<file path="src/sv/pu_pkg.sv">
// ---------------------------------------------------------------------------
// pu_pkg
// Shared constants, types and tables for the permutation unranking block.
// ---------------------------------------------------------------------------
package pu_pkg;

  localparam int MAX_LENGTH = 12;
  localparam int LEN_W      = 4;
  localparam int RANK_W     = 31;
  localparam int FACT_W     = 29;
  localparam int IDX_W      = $clog2(MAX_LENGTH);
  localparam int SHIFT_W    = $clog2(LEN_W);
  localparam int BIT_W      = $clog2(RANK_W);
  localparam int CFG_ADDR_W = 3;
  localparam int CFG_DATA_W = 32;

  localparam logic [LEN_W-1:0]   LEN_RESET   = LEN_W'(MAX_LENGTH);
  localparam logic [SHIFT_W-1:0] K_TOP       = SHIFT_W'(LEN_W - 1);
  localparam logic               CFG_IDX_LEN = 1'b0;

  typedef enum logic [1:0] {
    DIV_NOP  = 2'd0,
    DIV_LOAD = 2'd1,
    DIV_MOD  = 2'd2,
    DIV_DIG  = 2'd3
  } pu_div_op_t;

  typedef struct packed {
    pu_div_op_t         op;
    logic [SHIFT_W-1:0] k;
  } pu_div_ctl_t;

  typedef struct packed {
    logic init;
    logic place;
  } pu_slot_ctl_t;

  function automatic logic [FACT_W-1:0] fact(input logic [LEN_W-1:0] n);
    logic [FACT_W-1:0] f;
    case (n)
      4'd0:    f = 29'd1;
      4'd1:    f = 29'd1;
      4'd2:    f = 29'd2;
      4'd3:    f = 29'd6;
      4'd4:    f = 29'd24;
      4'd5:    f = 29'd120;
      4'd6:    f = 29'd720;
      4'd7:    f = 29'd5040;
      4'd8:    f = 29'd40320;
      4'd9:    f = 29'd362880;
      4'd10:   f = 29'd3628800;
      4'd11:   f = 29'd39916800;
      4'd12:   f = 29'd479001600;
      default: f = 29'd1;
    endcase
    return f;
  endfunction

  function automatic logic [LEN_W-1:0] eff_len(input logic [LEN_W-1:0] v);
    logic [LEN_W-1:0] l;
    l = v;
    if (v == '0) begin
      l = LEN_W'(1);
    end else if (v > LEN_W'(MAX_LENGTH)) begin
      l = LEN_W'(MAX_LENGTH);
    end
    return l;
  endfunction

endpackage

</file>
<file path="src/sv/permutation_unrank.sv">
// ---------------------------------------------------------------------------
// permutation_unrank
// Turns a rank into a permutation of 1..L by factorial-base digits.
// ---------------------------------------------------------------------------
// Input channel (in_valid/in_ready/in_rank) takes one rank per transaction.
// Output channel (out_valid/out_ready) then carries L transactions, one per
// slot in position order, with out_last on position L-1.
// L is the perm_length register on the cfg_ APB port (address 0, reset 12;
// 0 acts as 1, above 12 acts as 12). Write it only while the block is idle.
// One shared compare-subtract unit does the division: it reduces the rank
// modulo L! one rank bit a cycle, then extracts each of the L digits one
// quotient bit a cycle and places a value in the free slot the digit selects.
// The block takes a new rank only after the previous rank's last result
// has been taken; in_ready is high only while idle. When the receiver
// stalls, the current result holds and the block waits. Synchronous reset
// (rst_n low) returns to idle, drops any item in flight and sets
// perm_length to 12.
// ---------------------------------------------------------------------------
module permutation_unrank (
  input  logic                            clk,
  input  logic                            rst_n,
  input  logic                            in_valid,
  output logic                            in_ready,
  input  logic [pu_pkg::RANK_W-1:0]       in_rank,
  output logic                            out_valid,
  input  logic                            out_ready,
  output logic [pu_pkg::LEN_W-1:0]        out_slot_value,
  output logic [pu_pkg::LEN_W-1:0]        out_position,
  output logic                            out_last,
  input  logic                            cfg_psel,
  input  logic                            cfg_penable,
  input  logic                            cfg_pwrite,
  input  logic [pu_pkg::CFG_ADDR_W-1:0]   cfg_paddr,
  input  logic [pu_pkg::CFG_DATA_W-1:0]   cfg_pwdata,
  output logic [pu_pkg::CFG_DATA_W-1:0]   cfg_prdata,
  output logic                            cfg_pready
);
  import pu_pkg::*;

  typedef enum logic [4:0] {
    ST_IDLE  = 5'b00001,
    ST_MOD   = 5'b00010,
    ST_DIG   = 5'b00100,
    ST_PLACE = 5'b01000,
    ST_OUT   = 5'b10000
  } pu_state_t;

  pu_state_t          state_r, state_nxt;
  logic [LEN_W-1:0]   len_cfg_r, len_cfg_nxt;
  logic [BIT_W-1:0]   bit_r, bit_nxt;
  logic [SHIFT_W-1:0] k_r, k_nxt;
  logic [LEN_W-1:0]   i_r, i_nxt;
  logic [LEN_W-1:0]   pos_r, pos_nxt;

  logic [LEN_W-1:0]   len;
  logic [FACT_W-1:0]  divisor;
  logic [LEN_W-1:0]   digit;
  logic [LEN_W-1:0]   rd_value;
  logic               cfg_wr;
  logic               cfg_idx;
  pu_div_ctl_t        div_ctl;
  pu_slot_ctl_t       slot_ctl;

  assign len     = eff_len(len_cfg_r);
  assign divisor = (state_r == ST_MOD) ? fact(len) : fact(i_r - LEN_W'(1));

  assign cfg_idx    = cfg_paddr[CFG_ADDR_W-1];
  assign cfg_wr     = cfg_psel && cfg_penable && cfg_pwrite;
  assign cfg_pready = 1'b1;
  assign cfg_prdata = (cfg_idx == CFG_IDX_LEN) ?
                      {(CFG_DATA_W - LEN_W)'(0), len_cfg_r} : '0;

  always_comb begin
    len_cfg_nxt = len_cfg_r;
    if (cfg_wr && cfg_idx == CFG_IDX_LEN) begin
      len_cfg_nxt = cfg_pwdata[LEN_W-1:0];
    end
  end

  always_comb begin
    state_nxt      = state_r;
    bit_nxt        = bit_r;
    k_nxt          = k_r;
    i_nxt          = i_r;
    pos_nxt        = pos_r;
    div_ctl.op     = DIV_NOP;
    div_ctl.k      = k_r;
    slot_ctl.init  = 1'b0;
    slot_ctl.place = 1'b0;
    case (state_r)
      ST_IDLE: begin
        if (in_valid) begin
          div_ctl.op    = DIV_LOAD;
          slot_ctl.init = 1'b1;
          bit_nxt       = BIT_W'(RANK_W - 1);
          state_nxt     = ST_MOD;
        end
      end
      ST_MOD: begin
        div_ctl.op = DIV_MOD;
        if (bit_r == '0) begin
          i_nxt     = len;
          k_nxt     = K_TOP;
          state_nxt = ST_DIG;
        end else begin
          bit_nxt = bit_r - BIT_W'(1);
        end
      end
      ST_DIG: begin
        div_ctl.op = DIV_DIG;
        if (k_r == '0) begin
          state_nxt = ST_PLACE;
        end else begin
          k_nxt = k_r - SHIFT_W'(1);
        end
      end
      ST_PLACE: begin
        slot_ctl.place = 1'b1;
        if (i_r == LEN_W'(1)) begin
          pos_nxt   = '0;
          state_nxt = ST_OUT;
        end else begin
          i_nxt     = i_r - LEN_W'(1);
          k_nxt     = K_TOP;
          state_nxt = ST_DIG;
        end
      end
      ST_OUT: begin
        if (out_ready) begin
          if (out_last) begin
            state_nxt = ST_IDLE;
          end else begin
            pos_nxt = pos_r + LEN_W'(1);
          end
        end
      end
      default: begin
        state_nxt = ST_IDLE;
      end
    endcase
  end

  always_ff @(posedge clk) begin
    if (!rst_n) begin
      state_r   <= ST_IDLE;
      len_cfg_r <= LEN_RESET;
      bit_r     <= '0;
      k_r       <= '0;
      i_r       <= '0;
      pos_r     <= '0;
    end else begin
      state_r   <= state_nxt;
      len_cfg_r <= len_cfg_nxt;
      bit_r     <= bit_nxt;
      k_r       <= k_nxt;
      i_r       <= i_nxt;
      pos_r     <= pos_nxt;
    end
  end

  pu_divider u_div (
    .clk     (clk),
    .ctl     (div_ctl),
    .rank    (in_rank),
    .divisor (divisor),
    .digit   (digit)
  );

  pu_slots u_slots (
    .clk      (clk),
    .ctl      (slot_ctl),
    .digit    (digit[IDX_W-1:0]),
    .value    (i_r),
    .rd_idx   (pos_r[IDX_W-1:0]),
    .rd_value (rd_value)
  );

  assign in_ready       = (state_r == ST_IDLE);
  assign out_valid      = (state_r == ST_OUT);
  assign out_slot_value = rd_value;
  assign out_position   = pos_r;
  assign out_last       = (pos_r == len - LEN_W'(1));

endmodule

</file>
<file path="src/sv/pu_divider.sv">
// ---------------------------------------------------------------------------
// pu_divider
// Shared compare-subtract unit: bit-serial rank reduction and digit extraction.
// ---------------------------------------------------------------------------
module pu_divider (
  input  logic                        clk,
  input  pu_pkg::pu_div_ctl_t         ctl,
  input  logic [pu_pkg::RANK_W-1:0]   rank,
  input  logic [pu_pkg::FACT_W-1:0]   divisor,
  output logic [pu_pkg::LEN_W-1:0]    digit
);
  import pu_pkg::*;

  logic [RANK_W-1:0] shift_r, shift_nxt;
  logic [FACT_W-1:0] rem_r, rem_nxt;
  logic [LEN_W-1:0]  digit_r, digit_nxt;
  logic [FACT_W:0]   opa, opb;
  logic [FACT_W+1:0] diff;
  logic              ge;

  always_comb begin
    if (ctl.op == DIV_MOD) begin
      opa = {rem_r, shift_r[RANK_W-1]};
      opb = {1'b0, divisor};
    end else begin
      opa = {1'b0, rem_r};
      opb = {1'b0, divisor} << ctl.k;
    end
    diff = {1'b0, opa} - {1'b0, opb};
    ge   = !diff[FACT_W+1];
  end

  always_comb begin
    shift_nxt = shift_r;
    rem_nxt   = rem_r;
    digit_nxt = digit_r;
    case (ctl.op)
      DIV_LOAD: begin
        shift_nxt = rank;
        rem_nxt   = '0;
      end
      DIV_MOD: begin
        shift_nxt = shift_r << 1;
        rem_nxt   = ge ? diff[FACT_W-1:0] : opa[FACT_W-1:0];
      end
      DIV_DIG: begin
        rem_nxt   = ge ? diff[FACT_W-1:0] : rem_r;
        digit_nxt = ((ctl.k == K_TOP) ? '0 : digit_r) |
                    (ge ? (LEN_W'(1) << ctl.k) : '0);
      end
      default: begin
        shift_nxt = shift_r;
      end
    endcase
  end

  always_ff @(posedge clk) begin
    shift_r <= shift_nxt;
    rem_r   <= rem_nxt;
    digit_r <= digit_nxt;
  end

  assign digit = digit_r;

endmodule

</file>
<file path="src/sv/pu_slots.sv">
// ---------------------------------------------------------------------------
// pu_slots
// Ordered list of empty slots and the slot value registers.
// ---------------------------------------------------------------------------
module pu_slots (
  input  logic                       clk,
  input  pu_pkg::pu_slot_ctl_t       ctl,
  input  logic [pu_pkg::IDX_W-1:0]   digit,
  input  logic [pu_pkg::LEN_W-1:0]   value,
  input  logic [pu_pkg::IDX_W-1:0]   rd_idx,
  output logic [pu_pkg::LEN_W-1:0]   rd_value
);
  import pu_pkg::*;

  logic [IDX_W-1:0] free_r   [MAX_LENGTH];
  logic [IDX_W-1:0] free_nxt [MAX_LENGTH];
  logic [LEN_W-1:0] slot_r   [MAX_LENGTH];
  logic [LEN_W-1:0] slot_nxt [MAX_LENGTH];
  logic [IDX_W-1:0] place_pos;

  assign place_pos = free_r[digit];

  always_comb begin
    for (int j = 0; j < MAX_LENGTH; j++) begin
      free_nxt[j] = free_r[j];
      slot_nxt[j] = slot_r[j];
      if (ctl.init) begin
        free_nxt[j] = IDX_W'(j);
      end else if (ctl.place && place_pos == IDX_W'(j)) begin
        slot_nxt[j] = value;
      end
    end
    if (ctl.place && !ctl.init) begin
      for (int j = 0; j < MAX_LENGTH - 1; j++) begin
        if (IDX_W'(j) >= digit) begin
          free_nxt[j] = free_r[j+1];
        end
      end
    end
  end

  always_ff @(posedge clk) begin
    for (int j = 0; j < MAX_LENGTH; j++) begin
      free_r[j] <= free_nxt[j];
      slot_r[j] <= slot_nxt[j];
    end
  end

  assign rd_value = slot_r[rd_idx];

endmodule

</file>
<file path="config.mk">
export PLATFORM = sky130hd
export DESIGN_NAME = permutation_unrank
export DESIGN_NICKNAME = d
export VERILOG_FILES = /design/src/sv/pu_pkg.sv /design/src/sv/permutation_unrank.sv /design/src/sv/pu_divider.sv /design/src/sv/pu_slots.sv
export SDC_FILE = /design/constraint.sdc
export NUM_CORES = 1
export LEC_CHECK = 0
export BUFFER_PORTS_ARGS = -buffer_cell sky130_fd_sc_hd__buf_4
export CORE_MARGIN = 3
export CORE_UTILIZATION = 50
export CTS_CLUSTER_DIAMETER = 80
export CTS_CLUSTER_SIZE = 12
export DETAILED_ROUTE_END_ITERATION = 10
export HOLD_SLACK_MARGIN = 0.03
export PLACE_DENSITY_LB_ADDON = 0.12
export SKIP_CTS_REPAIR_TIMING = 1
export SYNTH_ARGS = -nofsm -noshare
export SYNTH_HDL_FRONTEND = slang
export SYNTH_SLANG_ARGS = --single-unit
</file>
<file path="constraint.sdc">
create_clock -name clk -period 8 [get_ports clk]
set_input_delay 0.4 -clock clk [delete_from_list [all_inputs] [get_ports clk]]
set_output_delay 0.4 -clock clk [all_outputs]
set_load 0.01 [all_outputs]
</file>
==> summary.md, run 1 <==
| Metric | Value |
|---|---|
| Via density | approximately 5.7 |
| Drt total wl | 26100 um |
| Ratio of cells with drive above 1 in the final layout | 0.167 |
| CP Max Fanout | 54 |
| Setup Crit Path Kind | flip-flop to flip-flop |
| Initial antenna violation count | 0 |
| Vias | between 8k and 9k |
| Row cnt | 55 |
| Worst r2r src | state_r[1] |
| Pin slew with the least headroom to its limit | about 1.0 ns |
| TritonCTS clock tree | built |
| R2R setup slack | 1.69 ns |
| Antenna Nets Post-Route | 0 |
| Mapped Avg Cell Area | 9.79 um2 |
| Power Dens Cells | about 200 nW/um2 |
| First-pass GRT wire length | 43200 um |
| Crit path capture type | flip-flop |
| Worst-Skew Late Latency | 0.44 ns |
| Fin. max-slew vios | 0 |
| Largest cells by area after synthesis | edfxtp_1 (29%), dfxtp_1 (13%), mux2_2 (6.3%) |
| H-Tree Depth | 4 |
| Final Net Count | 1344 |
| DR pass1 iterations | 5 |
| Dpl ws | 1.70 ns |
| Top cell type's share of synthesized area | 0.288 |
| DR DRC count | 0 |
| Area leader, netlist | edfxtp_1 |
| Setup ws final | 1.69 ns |
| Register bit count reported by yosys | 188 |
| Min cycle time layout | around 6.3 ns |
| Status | finished clean |
| RSZ-0062 raised after global routing | false |
| Area Overhead vs Synth | 9.64% |
| N_diodes | 0 |
| # setup viols final | 0 |
| TritonCTS Buffers | 17 |
| Fin crit share | 0.789 |
| Relative slew slack | 0.307 |
| Core box area | 22800 um2 |
| Lkg Pwr | 4.71 nW |
| Number of max-cap violations | 0 |
| Worst r2r path cells | 19 |
| CP startpoint kind | flip-flop |
| Global placer's final weighted congestion | 0.857 |
| Cells after Synth | between 1k and 1.5k |
| All-Layer GR Usage | 0.206 |
| Worst Setup SP | state_r[1] |
| I/O Pins | between 100 and 150 |
| CP endpoint | u_div.rem_r[16] |
| Die Area | 25200 um2 |
| Vias in the first global route | 8516 |
| Ys async rst share | 0 |
| Worst EP arrival | 6.59 ns |
| WP data required | around 8.3 ns |
| Max VDD drop | 135 uV |
| Clk slew on worst S/H paths | 0.07 ns |
| Gr ovfl total | 0 |
| Root buf cell | clkbuf_16 |
| Cell variety after synth | just under 80 |
| Fin. Hold Viols | 0 |
| EDFF count, synth | 112 |
| Die Ht | 159 um |
| Setup Skew | 0.0107 ns |
| Yosys warns | 0 |
| Post-synthesis sequential area ratio | 0.418 |
| IO Port Bufs | 57 |
| DIE WIDTH | 159 um |
| Fin util | 0.562 |
| Clk buf depth | 2 |
| Largest net degree at the start of global routing | 55 |
| Main flop type after synthesis | edfxtp_1 |
| 1st-iter DRT viols | 543 |
| Sinks on Clock Net | 188 |
| Max Freq | between 0.15 and 0.2 GHz |
| Post-DP HPWL | 18500 um |
| Min-delay worst type | primary input to flip-flop |
| Starting Density | 0.513 |
| Post-synthesis cell area | 11700 um2 |
| RR Endpoint | u_div.rem_r[16] |
| Setup_tns | 0 ns |
| Avg WL per Cell | approximately 17 um |
-- power by group --
group / leakage [nW] / switching (W) / total [W] / internal [W]
combinational: 2.71 / 0.000347 / 0.000598 / 0.000250
clock: 0.291 / 0.000406 / 0.000838 / 0.000432
sequential: 1.71 / 0.0000306 / 0.00111 / 0.00108
-- worst min path at each step --
stage / start / endpoint / slack, ns / cells after the start
2_1_floorplan: u_slots.free_r[0][0] / u_slots.free_r[0][0] / 0.43 / 2
3_3_place_gp: u_slots.free_r[0][3] / u_slots.free_r[0][3] / 0.44 / 2
3_5_place_dp: u_slots.free_r[0][2] / u_slots.free_r[0][2] / 0.46 / 2
4_1_cts: cfg_pwdata[3] / len_cfg_r[3] / 0.17 / 3
5_1_grt: cfg_pwdata[3] / len_cfg_r[3] / 0.18 / 3
6_report: cfg_pwdata[3] / len_cfg_r[3] / 0.18 / 3
-- critical path: stages, from the launching register on --
cell and delay [ns]:
dfxtp_1 0.38, nor2_1 0.11, nand3_1 0.14, inv_1 0.08, and2_1 0.39, nor2_1 0.40
ha_4 0.57, buf_4 0.59, nor2_1 0.10, a22o_1 0.29, fa_1 0.43, nand2b_1 0.20
a21oi_1 0.19, o21ai_0 0.20, nand2_1 0.17, a21oi_1 0.16, a31oi_2 0.59, a21o_1 0.80
a22oi_1 0.18, nor2_1 0.17
-- kinds of logic (layout without fill, tap and decap cells) --
family                     after synthesis  count (layout)  synth area share
DFF                                    188             188             0.418
and+or+nand+nor                        373             373             0.149
buffers and inverters                  124             133            0.0513
AOI/OAI and AO/OA                      307             307             0.172
muxes                                  115             115             0.127
xor gates and xnor gates                31              31            0.0239
other                                    2              29          0.000643
adders and majority gates               54              54            0.0585
-- flip-flops by register name (all words and copies together), names as in the netlist, named ones only --
| name | cells |
|---|---|
| bit_r | 5 |
| i_r | 4 |
| k_r | 2 |
| len_cfg_r | 4 |
| out_position | 4 |
| state_r | 5 |
| u_div.digit | 4 |
| u_div.rem_r | 29 |
| u_div.shift_r | 31 |
| u_slots.free_r | 44 |
| u_slots.slot_r | 48 |
-- cell usage in the layout (no fill, tap or decap), types with 5 or more instances in the layout --
| master | n |
|---|---|
| mux2_2 | 65 |
| and2_1 | 12 |
| a32o_1 | 11 |
| nand2b_1 | 9 |
| o22a_1 | 5 |
| xnor2_1 | 21 |
| inv_1 | 31 |
| a22oi_1 | 21 |
| ha_1 | 52 |
| and3_1 | 5 |
| nor2_1 | 114 |
| a211oi_1 | 10 |
| a21boi_0 | 8 |
| o21ai_0 | 88 |
| dfxtp_1 | 76 |
| o211ai_1 | 9 |
| a22o_1 | 10 |
| o21a_1 | 9 |
| nand2_1 | 140 |
| nand3_1 | 24 |
| nor3_1 | 14 |
| conb_1 | 29 |
| mux2i_1 | 30 |
| clkbuf_16 | 17 |
| buf_4 | 67 |
| a21o_1 | 11 |
| xor2_1 | 9 |
| mux4_2 | 20 |
| a31oi_1 | 11 |
| o22ai_1 | 9 |
| a21oi_1 | 64 |
| o31ai_1 | 9 |
| nor2b_1 | 18 |
| edfxtp_1 | 112 |
-- per-layer routing --
metal	routed length, um	up-vias	global-route usage
li1	-	4375	-
met4	418	0	0.0665
met2	12500	177	0.344
met3	933	29	0.0305
met1	12200	4159	0.277
met5	0	-	0
-- layout make-up --
type,instances,area (um2)
Inverter,34,128
Multi-Input combinational cell,909,6320
Clock inverter,12,128
Timing Repair Buffer,67,503
Fill cell,2043,9970
Tap cell,313,392
Sequential cell,188,4880
Clock buffer,20,458
-- Yosys cell counts, drive strengths merged (5+ instances only) --
cell type / instances
nand2: 140
nor2: 115
edfxtp: 112
o21ai: 92
dfxtp: 76
a21oi: 65
mux2: 65
ha: 53
buf: 45
clkbuf: 45
inv: 32
mux2i: 30
nand3: 24
xnor2: 22
a22oi: 21
mux4: 20
nor2b: 18
nor3: 16
a21o: 13
a31oi: 12
and2: 12
a32o: 11
a211oi: 10
a22o: 10
o211ai: 10
nand2b: 9
o21a: 9
o22ai: 9
o31ai: 9
xor2: 9
a21boi: 8
and3: 5
o22a: 5
-- per-stage QoR --
step | power, W | instance area [um2] | hold slack (ns) | instances
after floorplan | 0.00160 | 11800 | 0.433 | 1221
after CTS | 0.00257 | 12800 | 0.171 | 1543
after detailed placement | 0.00172 | 12200 | 0.457 | 1511
after global routing | 0.00269 | 12800 | 0.182 | 1543
final | 0.00255 | 12800 | 0.184 | 1543
after global placement | 0.00172 | 12200 | 0.442 | 1511
Note: power is estimated with default switching activity, not from simulation.
==> inputs of run 2 (changes only) <==
==> constraint.sdc (replaced) <==
create_clock -name clk -period 6.61 [get_ports clk]
set_input_delay 0.3305 -clock clk [delete_from_list [all_inputs] [get_ports clk]]
set_output_delay 0.3305 -clock clk [all_outputs]
set_load 0.01 [all_outputs]
==> run 2 against run 1 <==
Compared with the run above: critical path depth grew 3; non-clock buffer count is 8 higher; global-route usage rose by 0.18 points; power is 26% higher; highest routed layer unchanged; core utilization is 0.61 points higher; register-to-register slack lost 0.71 ns; routed wire length increased by 0.68%; sequential share of layout area decreased by 0.41 points; combinational power up 24%.
==> summary.md, run 2 (synthesized netlist as in run 1, its figures left out) <==
| Metric | Value |
|---|---|
| TritonCTS clock tree | built |
| Min cycle time layout | 5.64 ns (-0.676 ns) |
| Initial antenna violation count | 0 (unchanged) |
| TritonCTS Buffers | 17 (unchanged) |
| Vias in the first global route | 8566 (+0.59%) |
| Fill cells | 2008 (-1.7%) |
| Setup_tns | 0 ns (unchanged) |
| Area Overhead vs Synth | 10.8% |
| DR pass1 iterations | 5 (unchanged) |
| Die Ht | 159 um (unchanged) |
| Setup Crit Path Kind | flip-flop to flip-flop |
| H-Tree Depth | 4 (unchanged) |
| Cell Area, Placed | 12300 um2 (+0.59%) |
| Min-delay worst type | primary input to flip-flop |
| Fin. Hold Viols | 0 (unchanged) |
| Die Area | 25200 um2 (unchanged) |
| Avg WL per Cell | 16.9 um (+0.16%) |
| Worst path cell trace | nand2_1 > a21o_4 > inv_1 > ha_1 > inv_1 > ha_1 > a21oi_1 > a21o_1 > a21oi_1 > mux2_2 > o21ai_0 > ha_1 > o211ai_1 > a21oi_1 > o21ai_0 > buf_4 > nand2_1 > a21oi_1 > a31oi_2 > a21o_1 > o31ai_1 > a21oi_1 |
| Vias | 8808 (+0.78%) |
| IO Port Bufs | 57 (unchanged) |
| R2R setup slack | 0.97 ns (-0.71 ns) |
| WP data required | 6.87 ns (-1.41 ns) |
| Post-route cell area | 13000 um2 (+1.1%) |
| Commonest cells after routing, fill and taps aside | nand2_1 (140), nor2_1 (114), edfxtp_1 (112) |
| Starting Density | 0.513 (unchanged) |
| CP startpoint kind | flip-flop |
| DR DRC count | 0 (unchanged) |
| DIE WIDTH | 159 um (unchanged) |
| Worst r2r path cells | 22 (+3) |
| Drt total wl | 26300 um (+0.68%) |
| Crit-path leading delay family | compound AO/OA/AOI/OAI gates |
| Number of max-cap violations | 0 (unchanged) |
| Power Dens Cells | 247 nW/um2 (+24%) |
| Worst r2r src | len_cfg_r[2] |
| CP Max Fanout | 21 (-61%) |
| Met2 Use GR | 0.345 (+0.00157) |
| Fin. max-slew vios | 0 (unchanged) |
| Hold path endpoint | len_cfg_r[3] |
| Core box area | 22800 um2 (unchanged) |
| Relative slew slack | 0.222 (-0.0844) |
| Gr busiest metal | met2 |
| Clk slew on worst S/H paths | 0.08 ns (about the same) |
| Worst-Skew Late Latency | 0.44 ns (about the same) |
| Pin slew with the least headroom to its limit | 1.16 ns (+0.129 ns) |
| Gr ovfl total | 0 (unchanged) |
| Crit path capture type | flip-flop |
| All-Layer GR Usage | 0.208 (+0.00179) |
| Antenna Nets Post-Route | 0 (unchanged) |
| First-pass GRT wire length | 43500 um (+0.64%) |
| Max reg flops | 48 (unchanged) |
| CP bufs+invs | 3 (+1) |
| RR Endpoint | u_div.rem_r[27] |
| Most common cell on crit path | a21oi_1 |
| Status | finished clean |
| Worst path slowest cell | a21o_1 |
| Lkg Pwr | 4.77 nW (+1.4%) |
| Biggest register | u_slots.slot_r |
| Global placer's final weighted congestion | 0.846 (-1.3%) |
| Worst EP arrival | 5.90 ns (-0.69 ns) |
| Root buf cell | clkbuf_16 |
| N_diodes | 0 (unchanged) |
| Met3 usage | 0.0316 (+0.00104) |
| Max Freq | 0.177 GHz (+12%) |
| Hold path startpoint | cfg_pwdata[3] |
| WHS | 0.110 ns (-0.0744 ns) |
| Row cnt | 55 (unchanged) |
| Slowest stage delay, CP | 0.77 ns (-0.03 ns) |
| I/O Pins | 117 (unchanged) |
| Post-DP HPWL | 18500 um (+0.34%) |
| Sinks on Clock Net | 188 (unchanged) |
| Max VDD drop | 198 uV (+47%) |
| Via density | 5.68 (+0.26%) |
| Ratio of cells with drive above 1 in the final layout | 0.172 (+0.00539) |
| Worst Hold Depth | 3 (unchanged) |
| Top Registers | u_slots.slot_r: 48 flops, u_slots.free_r: 44 flops, u_div.shift_r: 31 flops |
| Most common cell after layout, fill and taps aside | nand2_1 |
| Setup Skew | 0.0150 ns (+0.00426 ns) |
| # setup viols final | 0 (unchanged) |
| 1st-iter DRT viols | 554 (+2.0%) |
| Final Net Count | 1352 (+0.60%) |
| RSZ-0062 raised after global routing | false |
| Met1 Use GR | 0.283 (+0.00584) |
| Largest net degree at the start of global routing | 41 (-25%) |
| Fin crit share | 0.853 (+0.0637) |
| Clk buf depth | 2 (unchanged) |
-- run 2: cell count changes in the layout (fill, tap and decap cells not counted), sizes merged --
cell    previous run  this run
clkbuf            20        18
bufinv             0         1
inv               38        39
buf               67        75
-- run 2: layer usage --
metal  part of all wire  vias to the layer above
li1                   -                     4410
met2               0.48                      150
met4              0.019                        0
met5                  0                        -
met1               0.47                     4216
met3              0.031                       32
-- run 2: power breakdown --
part	switching, W	leakage [nW]	internal, W
sequential	0.0000348	1.71	0.00131
combinational	0.000427	2.75	0.000314
clock	0.000535	0.315	0.000579
total	0.000997	4.77	0.00220
-- run 2: worst min-delay path: cells and delay by family --
family	cells	cell delay (ns)
multiplexers	1	0.05
AND/OR/NAND/NOR	1	0.06
buffers and inverters	1	0.07
-- run 2: area by class of cell --
type / count / area [um2] / area share
Clock inverter: 14 / 201 / 0.0156
Tap cell: 313 / 392 / 0.0302
Sequential cell: 188 / 4880 / 0.377
Inverter: 34 / 128 / 0.00985
Multi-Input combinational cell: 909 / 6320 / 0.488
Timing Repair Buffer: 75 / 576 / 0.0444
Clock buffer: 18 / 450 / 0.0348
-- run 2: worst max-delay path by stage --
stage | start | end | depth (start not counted)
4_1_cts | state_r[3] | u_div.rem_r[27] | 16
3_5_place_dp | state_r[3] | u_div.rem_r[27] | 16
5_1_grt | i_r[3] | u_div.rem_r[21] | 18
6_report | len_cfg_r[2] | u_div.rem_r[27] | 22
3_3_place_gp | len_cfg_r[2] | u_div.rem_r[16] | 22
2_1_floorplan | state_r[1] | u_div.rem_r[0] | 23
-- run 2: metrics by stage --
stage	total power, W	std cells	utilization	setup slack [ns]
after floorplan	0.00193	1221	-	0.368
after global placement	0.00209	1519	0.540	1.05
after detailed placement	0.00210	1519	0.540	1.02
after CTS	0.00322	1551	0.569	1.01
after global routing	0.00336	1551	0.569	0.381
final	0.00320	1551	0.569	0.974
